==> src/hdl/kwsc_pkg.sv <==
// Shared types, constants and letter decode for the keyword substitution cipher.
package kwsc_pkg;

    localparam int LETTERS = 26;
    localparam int IDX_W   = 5;

    localparam logic [7:0] LOWER_A = 8'h61;
    localparam logic [7:0] LOWER_Z = 8'h7A;
    localparam logic [7:0] UPPER_A = 8'h41;
    localparam logic [7:0] UPPER_Z = 8'h5A;

    localparam logic [IDX_W-1:0] LAST_IDX  = IDX_W'(LETTERS - 1);
    localparam logic [IDX_W-1:0] TABLE_LEN = IDX_W'(LETTERS);

    typedef enum logic [1:0] {
        MODE_KEY  = 2'd0,
        MODE_SEAL = 2'd1,
        MODE_ENC  = 2'd2,
        MODE_DEC  = 2'd3
    } mode_t;

    typedef enum logic [1:0] {
        ST_IDLE,
        ST_SEAL,
        ST_RESULT
    } state_t;

    typedef struct packed {
        logic             is_letter;
        logic             upper;
        logic [IDX_W-1:0] idx;
    } letter_t;

    typedef struct packed {
        logic             fwd_we;
        logic [IDX_W-1:0] fwd_addr;
        logic [IDX_W-1:0] fwd_data;
        logic             inv_we;
        logic [IDX_W-1:0] inv_addr;
        logic [IDX_W-1:0] inv_data;
        logic             rd_en;
        logic             rd_inv;
        logic [IDX_W-1:0] rd_addr;
    } tbl_req_t;

    function automatic letter_t decode_letter(input logic [7:0] c);
        letter_t r;
        r = '0;
        if (c >= LOWER_A && c <= LOWER_Z)
        begin
            r.is_letter = 1'b1;
            r.idx       = IDX_W'(c - LOWER_A);
        end
        else if (c >= UPPER_A && c <= UPPER_Z)
        begin
            r.is_letter = 1'b1;
            r.upper     = 1'b1;
            r.idx       = IDX_W'(c - UPPER_A);
        end
        return r;
    endfunction

endpackage

==> src/hdl/kwsc_tables.sv <==
// Forward and inverse substitution tables with one write port each and a registered read.
module kwsc_tables (
    input  logic                         clk,
    input  kwsc_pkg::tbl_req_t           req,
    output logic [kwsc_pkg::IDX_W-1:0]   rdata
);

    logic [kwsc_pkg::IDX_W-1:0] fwd_mem [kwsc_pkg::LETTERS];
    logic [kwsc_pkg::IDX_W-1:0] inv_mem [kwsc_pkg::LETTERS];
    logic [kwsc_pkg::IDX_W-1:0] rdata_reg;

    always_ff @(posedge clk)
    begin
        if (req.fwd_we)
        begin
            fwd_mem[req.fwd_addr] <= req.fwd_data;
        end
        if (req.inv_we)
        begin
            inv_mem[req.inv_addr] <= req.inv_data;
        end
        if (req.rd_en)
        begin
            rdata_reg <= req.rd_inv ? inv_mem[req.rd_addr] : fwd_mem[req.rd_addr];
        end
    end

    assign rdata = rdata_reg;

endmodule

==> src/hdl/kwsc_ctrl.sv <==
// Sequencer: key append, seal walk over the alphabet, and table lookup for text bytes.
module kwsc_ctrl (
    input  logic                         clk,
    input  logic                         rst_n,
    input  logic                         in_valid,
    output logic                         in_stall,
    input  logic [1:0]                   mode,
    input  logic [7:0]                   char_in,
    output kwsc_pkg::tbl_req_t           req,
    input  logic [kwsc_pkg::IDX_W-1:0]   rdata,
    output logic                         res_valid,
    output logic [7:0]                   res_char,
    input  logic                         res_ready
);

    kwsc_pkg::state_t            state_reg, state_next;
    logic [kwsc_pkg::LETTERS-1:0] present_reg, present_next;
    logic [kwsc_pkg::IDX_W-1:0]  len_reg, len_next;
    logic [kwsc_pkg::IDX_W-1:0]  walk_reg, walk_next;
    logic                        sealed_reg, sealed_next;
    logic [7:0]                  char_reg, char_next;
    logic                        letter_reg, letter_next;
    logic                        upper_reg, upper_next;

    kwsc_pkg::letter_t           in_letter;
    logic [kwsc_pkg::IDX_W-1:0]  walk_idx;
    logic                        accept;

    assign in_letter = kwsc_pkg::decode_letter(char_in);
    assign walk_idx  = kwsc_pkg::LAST_IDX - walk_reg;
    assign in_stall  = (state_reg != kwsc_pkg::ST_IDLE);
    assign accept    = in_valid && !in_stall;

    always_ff @(posedge clk or negedge rst_n)
    begin
        if (!rst_n)
        begin
            state_reg   <= kwsc_pkg::ST_IDLE;
            present_reg <= '0;
            len_reg     <= '0;
            walk_reg    <= '0;
            sealed_reg  <= 1'b0;
        end
        else
        begin
            state_reg   <= state_next;
            present_reg <= present_next;
            len_reg     <= len_next;
            walk_reg    <= walk_next;
            sealed_reg  <= sealed_next;
        end
    end

    always_ff @(posedge clk)
    begin
        char_reg   <= char_next;
        letter_reg <= letter_next;
        upper_reg  <= upper_next;
    end

    always_comb
    begin
        state_next   = state_reg;
        present_next = present_reg;
        len_next     = len_reg;
        walk_next    = walk_reg;
        sealed_next  = sealed_reg;
        char_next    = char_reg;
        letter_next  = letter_reg;
        upper_next   = upper_reg;
        req          = '0;
        res_valid    = 1'b0;
        res_char     = char_reg;

        unique case (state_reg)
            kwsc_pkg::ST_IDLE:
            begin
                if (accept)
                begin
                    unique case (kwsc_pkg::mode_t'(mode))
                        kwsc_pkg::MODE_KEY:
                        begin
                            if (!sealed_reg && in_letter.is_letter
                                && len_reg < kwsc_pkg::TABLE_LEN
                                && !present_reg[in_letter.idx])
                            begin
                                req.fwd_we   = 1'b1;
                                req.fwd_addr = len_reg;
                                req.fwd_data = in_letter.idx;
                                req.inv_we   = 1'b1;
                                req.inv_addr = in_letter.idx;
                                req.inv_data = len_reg;
                                present_next[in_letter.idx] = 1'b1;
                                len_next     = len_reg + 1'b1;
                            end
                        end
                        kwsc_pkg::MODE_SEAL:
                        begin
                            if (!sealed_reg)
                            begin
                                walk_next  = '0;
                                state_next = kwsc_pkg::ST_SEAL;
                            end
                        end
                        kwsc_pkg::MODE_ENC,
                        kwsc_pkg::MODE_DEC:
                        begin
                            char_next   = char_in;
                            letter_next = in_letter.is_letter;
                            upper_next  = in_letter.upper;
                            req.rd_en   = in_letter.is_letter;
                            req.rd_inv  = (kwsc_pkg::mode_t'(mode) == kwsc_pkg::MODE_DEC);
                            req.rd_addr = in_letter.idx;
                            state_next  = kwsc_pkg::ST_RESULT;
                        end
                    endcase
                end
            end
            kwsc_pkg::ST_SEAL:
            begin
                // place each absent letter, z first, after the key
                if (!present_reg[walk_idx])
                begin
                    req.fwd_we   = 1'b1;
                    req.fwd_addr = len_reg;
                    req.fwd_data = walk_idx;
                    req.inv_we   = 1'b1;
                    req.inv_addr = walk_idx;
                    req.inv_data = len_reg;
                    present_next[walk_idx] = 1'b1;
                    len_next     = len_reg + 1'b1;
                end
                walk_next = walk_reg + 1'b1;
                if (walk_reg == kwsc_pkg::LAST_IDX)
                begin
                    sealed_next = 1'b1;
                    state_next  = kwsc_pkg::ST_IDLE;
                end
            end
            kwsc_pkg::ST_RESULT:
            begin
                res_valid = 1'b1;
                if (letter_reg)
                begin
                    res_char = (upper_reg ? kwsc_pkg::UPPER_A : kwsc_pkg::LOWER_A)
                               + {3'b000, rdata};
                end
                if (res_ready)
                begin
                    state_next = kwsc_pkg::ST_IDLE;
                end
            end
            default:
            begin
                state_next = kwsc_pkg::ST_IDLE;
            end
        endcase
    end

endmodule

==> src/hdl/keyword_substitution_cipher.sv <==
// Top level of the keyword substitution cipher: sequencer, tables and output register.
//
// Input channel (in_valid/in_stall, fields mode and char_in) takes one command per
// transfer: mode 0 appends a key letter, mode 1 seals the table, mode 2 encodes and
// mode 3 decodes one byte. Only modes 2 and 3 give a result on the output channel
// (out_valid/out_stall, field char_out); letter case is kept, non-letters pass as is.
// Key letter: no result, and the input is not held. Seal: one alphabet entry per cycle
// through the shared walk counter, with both tables written in the same step.
// Encode/decode: the table read and the output register are both registered, so a byte
// reaches char_out after both; the next command waits until it enters the output register.
// in_stall is high while a seal walk or a lookup is in progress.
// The output register holds a finished result while the next command is taken;
// if the receiver keeps out_stall high, a new result waits inside and in_stall
// stays high until the register drains.
// Reset clears key length, letter mask, seal flag and the output valid; the
// tables themselves are not cleared and are only defined once sealed.
module keyword_substitution_cipher (
    input  logic       clk,
    input  logic       rst_n,
    input  logic       in_valid,
    output logic       in_stall,
    input  logic [1:0] mode,
    input  logic [7:0] char_in,
    output logic       out_valid,
    input  logic       out_stall,
    output logic [7:0] char_out
);

    kwsc_pkg::tbl_req_t         req;
    logic [kwsc_pkg::IDX_W-1:0] rdata;
    logic                       res_valid;
    logic [7:0]                 res_char;
    logic                       out_free;
    logic                       out_valid_reg, out_valid_next;
    logic [7:0]                 char_out_reg, char_out_next;

    kwsc_ctrl u_ctrl (
        .clk       (clk),
        .rst_n     (rst_n),
        .in_valid  (in_valid),
        .in_stall  (in_stall),
        .mode      (mode),
        .char_in   (char_in),
        .req       (req),
        .rdata     (rdata),
        .res_valid (res_valid),
        .res_char  (res_char),
        .res_ready (out_free)
    );

    kwsc_tables u_tables (
        .clk   (clk),
        .req   (req),
        .rdata (rdata)
    );

    assign out_free = !out_valid_reg || !out_stall;

    always_comb
    begin
        out_valid_next = out_valid_reg;
        char_out_next  = char_out_reg;
        if (out_free)
        begin
            out_valid_next = res_valid;
            if (res_valid)
            begin
                char_out_next = res_char;
            end
        end
    end

    always_ff @(posedge clk or negedge rst_n)
    begin
        if (!rst_n)
        begin
            out_valid_reg <= 1'b0;
        end
        else
        begin
            out_valid_reg <= out_valid_next;
        end
    end

    always_ff @(posedge clk)
    begin
        char_out_reg <= char_out_next;
    end

    assign out_valid = out_valid_reg;
    assign char_out  = char_out_reg;

endmodule

==> config.mk <==
export PLATFORM = sky130hd
export DESIGN_NAME = keyword_substitution_cipher
export DESIGN_NICKNAME = d
export VERILOG_FILES = /design/src/hdl/kwsc_pkg.sv /design/src/hdl/kwsc_tables.sv /design/src/hdl/kwsc_ctrl.sv /design/src/hdl/keyword_substitution_cipher.sv
export SDC_FILE = /design/constraint.sdc
export NUM_CORES = 1
export LEC_CHECK = 0
export BUFFER_PORTS_ARGS = -buffer_cell sky130_fd_sc_hd__buf_2
export CAP_MARGIN = 0
export CELL_PAD_IN_SITES_DETAIL_PLACEMENT = 2
export CELL_PAD_IN_SITES_GLOBAL_PLACEMENT = 2
export CORE_MARGIN = 2
export CORE_UTILIZATION = 40
export DETAILED_ROUTE_END_ITERATION = 12
export GPL_TIMING_DRIVEN = 0
export PLACE_DENSITY = 0.73
export SLEW_MARGIN = 10
export SYNTH_ARGS = -nofsm -noshare
export SYNTH_HDL_FRONTEND = slang
export SYNTH_SLANG_ARGS = --single-unit
==> constraint.sdc <==
create_clock -name clk -period 4.45 [get_ports clk]
set_clock_uncertainty 0.2 [all_clocks]
set_input_delay 0.6675 -clock clk [delete_from_list [all_inputs] [get_ports clk]]
set_output_delay 0.6675 -clock clk [all_outputs]
set_load 0.03 [all_outputs]
==> results.cfg, run 1 <==
[yosys]
synthesis.area_mm2 = 0.0144
synth_area_per_cell_um2 = 13.7
ys.flop_type = edfxtp_1
yosysWarningCount = 0
synth.distinct_cells = 74
synth-seq-cells = 323
yosysSeqAreaShare_pct = 66.1
synthArstFlopShare_pct = 12.4
netlist_instances = 1047
synth_edf_count = 283
synth_nets = 1072

[clocking]
clkLatencyLatePin_ns = 0.55
htree_levels = 2
cts_root_buf = clkbuf_16
cts_buffer_depth = 3
clk_pin_slew_worst_paths_ns = 0.06
cts_tree = yes
cts_sinks = 323
cts_buffers = 37
hold_buffers = 0

[layout]
diodes = 0
layout-drive-gt1-share_pct = 21.7
fin_nets = 1149
fin_area_mm2 = 0.0169
syn_to_final_growth_pct = 17.9

[place]
dp_hpwl_um = 34900
placed_area_mm2 = 0.0151
globalplace.congestion = 0.883
port_buffers = 23

[sta]
setup-tns-final_ns = 0
tightest_slew_ns = 1.15
slew_headroom_pct = 22.6
finalHoldViolCount = 0
fmax_mhz = 228
period_minus_slack_ns = 4.38
slew_viol_final = 0
holdWs_ns = 0.0872
fin_crit_sh_pct = 98.5
setup_viol = 0

[pwr]
max-vdd-ir-drop_mv = 0.324
power_density_mw_per_mm2 = 573
p_leak_nw = 5.86

[outcome]
status = completed

[critical_path]
arrival_ns = 4.40
cp-start-kind = register
critPathKind = register to register
worstRegToRegCells = 12
critPathMaxFanout = 34
cp.required_ns = 4.47
critPathCaptureType = register

[detailed_routing]
drt_wl_total_um = 50800
wl_per_cell_um = 31.5
vias = 10000
vias_per_cell = 6.22
firstDrtPassIters = 5
ant_nets = 0
drt_iter0_drc = 1010
drc = 0

[global_route]
grt_max_degree = 41
antenna_found_initial = 1
busiest_layer = met2
use_met3_pct = 5.30
grt_pass1_vias = 10900
grt_usage_pct = 27.1
grt-ovfl-total = 0
use_met1_pct = 35.1
use_met2_pct = 45.2
grt_pass1_wl_um = 74800

[floorplanning]
die_area_mm2 = 0.0375
die_h_um = 194
fp.dieW_um = 194
initial_core_util_pct = 40.5
rows = 69
core_mm2 = 0.0355
io_pins = 24

[job]
drv_cap = 0

[min_path]
hp-class = input port to asynchronous set/reset pin
[layer usage]
layer  part of all wire (%)  wire (um)  up-vias
met3                    5.8       2930      122
li1                       -          -     4259
met2                     49      24900      370
met1                     42      21100     5273
met5                      0          0        -
met4                    3.7       1870        0
[cell usage after synthesis (all sizes together), types with 8 or more instances]
cell type / number / area [um^2]
ha: 11 / 138
nor2: 91 / 342
and3: 9 / 56.3
clkbuf: 31 / 116
a221oi: 21 / 184
o21ai: 46 / 230
inv: 18 / 67.6
o22ai: 32 / 200
nand4: 15 / 93.8
xnor2: 11 / 96.3
mux2i: 77 / 771
dfrtp: 40 / 1000
nor4: 8 / 65.1
mux2: 16 / 180
buf: 29 / 165
mux4: 11 / 248
nand3: 34 / 183
a21oi: 15 / 75.1
nor3: 22 / 110
edfxtp: 283 / 8500
and2: 10 / 62.6
nand2: 62 / 233
a21o: 28 / 210
a22oi: 15 / 113
a32o: 9 / 90.1
[kinds of logic after synthesis]
family | Yosys count | share of synthesized area, %
buffers and inverters | 79 | 2.45
AO/OA/AOI/OAI | 226 | 11.3
XOR/XNOR | 16 | 0.975
adder cells (fa/ha/maj) | 11 | 0.957
AND/OR/NAND/NOR | 288 | 9.96
multiplexers | 104 | 8.34
flip-flops | 323 | 66.1
[layout by cell type (no fill, tap or decap), types with 6 or more instances in the layout]
cell	n
buf_2	39
clkbuf_1	30
a221oi_1	21
clkbuf_16	38
mux2_2	16
nor3_1	21
a21o_1	27
a32o_1	9
mux4_2	11
xnor2_1	8
nor2b_1	6
edfxtp_1	283
and3_1	9
o21ai_0	44
o22ai_1	30
dfrtp_1	39
clkinv_1	9
nand2_1	61
mux2i_1	77
a21oi_1	14
nand3_1	33
nor2_2	20
nand4_1	15
a22oi_1	12
nand3b_1	6
or3_1	6
ha_1	9
nor2_1	41
inv_1	17
buf_4	16
nor2_4	31
[report_power, final]
group          switching (W)  internal (W)  total [W]
clock                0.00127       0.00167    0.00293
combinational        0.00191      0.000752    0.00266
sequential          0.000175       0.00394    0.00412
[per-stage QoR]
stage	util (%)	instances	total power, W	setup WS (ns)
floorplan	-	1047	0.00542	0.150
global placement	42.5	1531	0.00623	-2.50
detailed placement	42.6	1533	0.00639	-2.18
CTS	47.0	1606	0.00955	-0.127
global route	47.8	1612	0.0101	-0.0230
finish	47.8	1612	0.00971	0.0688
[layout make-up]
class / instances / area (um^2)
fill: 3358 / 18500
timing repair buffer: 39 / 263
clock inverter: 19 / 145
clock buffer: 47 / 1000
sequential: 323 / 9500
buffer: 58 / 308
tap: 461 / 577
inverter: 19 / 77.6
multi-input combinational: 646 / 5070
[repair_timing]
item                                    4_1_cts  5_1_grt
gates cloned                                  0        1
resized for setup                            98       50
endpoints found under the setup margin      530      344
setup buffers                                 9        5
pin swaps                                     4        7
[worst max-delay path, cell delays in order, from the launching register on]
cell and delay, ns:
dfrtp_2 0.45, clkbuf_4 0.28, clkinvlp_4 0.26, ha_2 0.33
xnor2_4 0.27, nand2_1 0.11, a21oi_1 0.25, a311oi_4 0.11
o21a_2 0.33, a22o_1 0.28, buf_8 0.20, or4_4 0.66
nor2_4 0.30
[final timing paths]
kind / start / to / slack (ns)
max: u_ctrl.walk_reg[1] / u_tables.inv_mem[23][2] / 0.07
max in group asynchronous: rst_n / u_ctrl.walk_reg[1] / 3.26
min in group clk: char_in[6] / u_ctrl.char_reg[6] / 0.15
min reg2reg: u_ctrl.present_reg[13] / u_ctrl.present_reg[13] / 0.28
min: rst_n / u_ctrl.len_reg[4] / 0.09
max reg2reg: u_ctrl.walk_reg[1] / u_tables.inv_mem[23][2] / 0.07
Note: power is estimated with default switching activity, not from simulation.
==> run 2: changes to the inputs <==
--- a/config.mk
+++ b/config.mk
@@ -6,5 +6,5 @@
 export NUM_CORES = 1
 export LEC_CHECK = 0
-export BUFFER_PORTS_ARGS = -buffer_cell sky130_fd_sc_hd__buf_2
+export BUFFER_PORTS_ARGS = -buffer_cell sky130_fd_sc_hd__clkbuf_2
 export CAP_MARGIN = 0
 export CELL_PAD_IN_SITES_DETAIL_PLACEMENT = 2
@@ -13,4 +13,5 @@
 export CORE_UTILIZATION = 40
 export DETAILED_ROUTE_END_ITERATION = 12
+export GPL_ROUTABILITY_DRIVEN = 1
 export GPL_TIMING_DRIVEN = 0
 export PLACE_DENSITY = 0.73
==> constraint.sdc (replaced) <==
create_clock -name clk -period 4.45 [get_ports clk]
set_clock_uncertainty 0.2 [all_clocks]
set_input_delay 0.89 -clock clk [delete_from_list [all_inputs] [get_ports clk]]
set_output_delay 0.89 -clock clk [all_outputs]
set_load 0.03 [all_outputs]
==> results.cfg, run 2 (synthesis gave the netlist of run 1 again) <==
[clocking]
cts_tree = yes
htree_levels = 2
clk_pin_slew_worst_paths_ns = 0.06
cts_sinks = 323
cts_root_buf = clkbuf_16
cts_buffer_depth = 3
clkLatencyLatePin_ns = 0.56
cts_buffers = 37
hold_buffers = 0

[critical_path]
worstRegToRegCells = 11
slowest_stage = or4_4
critPathMaxFanout = 10
arrival_ns = 4.51
rr_endpoint = u_tables.rdata[3]
cp.required_ns = 4.49
path_delay_family = simple AND/OR/NAND/NOR gates
r2r_slack_ns = 0.08
critPathKind = input port to register
crit_top_cell = buf_4
slowest_delay_ns = 0.65
reg2reg_from = u_ctrl.state_reg[1]
critPathCaptureType = register
path_cells = buf_2, buf_12, clkinv_4, ha_1, nor2b_1, o2111a_2, nor4_4, buf_4, a2111oi_2, o211a_1, a22oi_2, buf_4, or4_4, nor2_4
cp-start-kind = input port
crit_buf_inv = 5

[sta]
finalHoldViolCount = 0
slew_viol_final = 0
setup_viol = 11
fmax_mhz = 224
fin_crit_sh_pct = 101
setup-tns-final_ns = -0.141
slew_headroom_pct = 22.8
layout_setup_ws_ns = -0.0223
holdWs_ns = 0.278
period_minus_slack_ns = 4.47
tightest_slew_ns = 1.15

[pwr]
p_leak_nw = 5.90
max-vdd-ir-drop_mv = 0.341
power_density_mw_per_mm2 = 579
power_w = 0.00988

[place]
dp_hpwl_um = 35600
port_buffers = 23
globalplace.congestion = 0.874
dp_slack_ns = -2.06

[detailed_routing]
drc = 0
firstDrtPassIters = 5
drt_iter0_drc = 916
wl_per_cell_um = 32.5
vias_per_cell = 6.27
ant_nets = 0
drt_wl_total_um = 52600
vias = 10100

[job]
drv_cap = 0

[floorplanning]
initial_core_util_pct = 40.5
rows = 69
io_pins = 24
die_area_mm2 = 0.0375
die_h_um = 194
core_mm2 = 0.0355
fp.dieW_um = 194

[layout]
diodes = 0
layout.cells.most_common = edfxtp_1
most-common-layout-cells = edfxtp_1 (283), mux2i_1 (77), nand2_1 (60)
layout-drive-gt1-share_pct = 22.3
fin_util_pct = 48.1
fin_nets = 1155
syn_to_final_growth_pct = 18.7

[outcome]
status = finished with violations
violations = negative setup slack

[global_route]
grt_pass1_wl_um = 76200
antenna_found_initial = 0
grt_pass1_vias = 11000
grt_max_degree = 41
grt-ovfl-total = 0
grt_usage_pct = 27.9

[min_path]
hold_depth = 1
min_to = u_ctrl.present_reg[17]
min_from = u_ctrl.present_reg[17]
hp-class = register to register
[run 2: changes by cell type in the layout (fill, tap and decap cells not counted), moves of 3 or more]
| cell | previous run | this run |
|---|---|---|
| buf_2 | 39 | 15 |
| buf_4 | 16 | 28 |
| clkbuf_2 | 5 | 28 |
| clkinv_2 | 5 | 2 |
| nor2_1 | 41 | 46 |
| nor2_2 | 20 | 14 |
[run 2: worst max-delay path by stage]
stage | depth (start not counted) | start | endpoint | slack, ns
3_5_place_dp | 12 | char_in[0] | u_tables.inv_mem[2][1] | -2.06
5_1_grt | 14 | char_in[0] | u_tables.inv_mem[22][2] | -0.12
3_3_place_gp | 11 | char_in[0] | u_tables.fwd_mem[1][0] | -2.51
4_1_cts | 13 | char_in[0] | u_tables.inv_mem[8][0] | 0.001
6_report | 14 | char_in[0] | u_tables.inv_mem[22][2] | -0.02
2_1_floorplan | 13 | char_in[0] | u_tables.inv_mem[12][0] | -0.05
[run 2: power breakdown]
group	total, W	internal (W)	switching (W)
Sequential	0.00412	0.00394	0.000176
Combinational	0.00272	0.000782	0.00194
Clock	0.00303	0.00175	0.00128
[run 2: cell type report]
| class | count | area, um^2 |
|---|---|---|
| fillers | 3352 | 18400 |
| flip-flops and latches | 323 | 9500 |
| multi-input cells | 646 | 5100 |
| clock buffers | 48 | 998 |
| well taps | 461 | 577 |
| plain buffers | 56 | 342 |
| repair buffers | 47 | 310 |
| clock inverters | 16 | 154 |
| inverters | 19 | 80.1 |
[run 2: metrics by stage]
| step | instance area, um^2 | instances |
|---|---|---|
| final | 17100 | 1616 |
| after global routing | 17100 | 1616 |
| after CTS | 16800 | 1602 |
| after detailed placement | 15200 | 1534 |
| after global placement | 15100 | 1531 |
| after floorplan | 14400 | 1047 |
[run 2: repair_timing]
| action | 4_1_cts | 5_1_grt |
|---|---|---|
| gates cloned | 1 | 0 |
| pin swaps | 3 | 8 |
| setup buffers | 6 | 15 |
| gates resized for setup | 112 | 49 |
| hold endpoints to repair | 0 | 0 |
| setup endpoints to repair | 529 | 412 |
[run 2: layer usage]
metal  global-route usage [%]  vias to the layer above  share of wire [%]
met3                     6.29                      114                5.9
met4                     11.9                        0                3.8
met5                        0                        -                  0
met2                     45.6                      371                 48
met1                     35.8                     5393                 42
li1                         -                     4255                  -
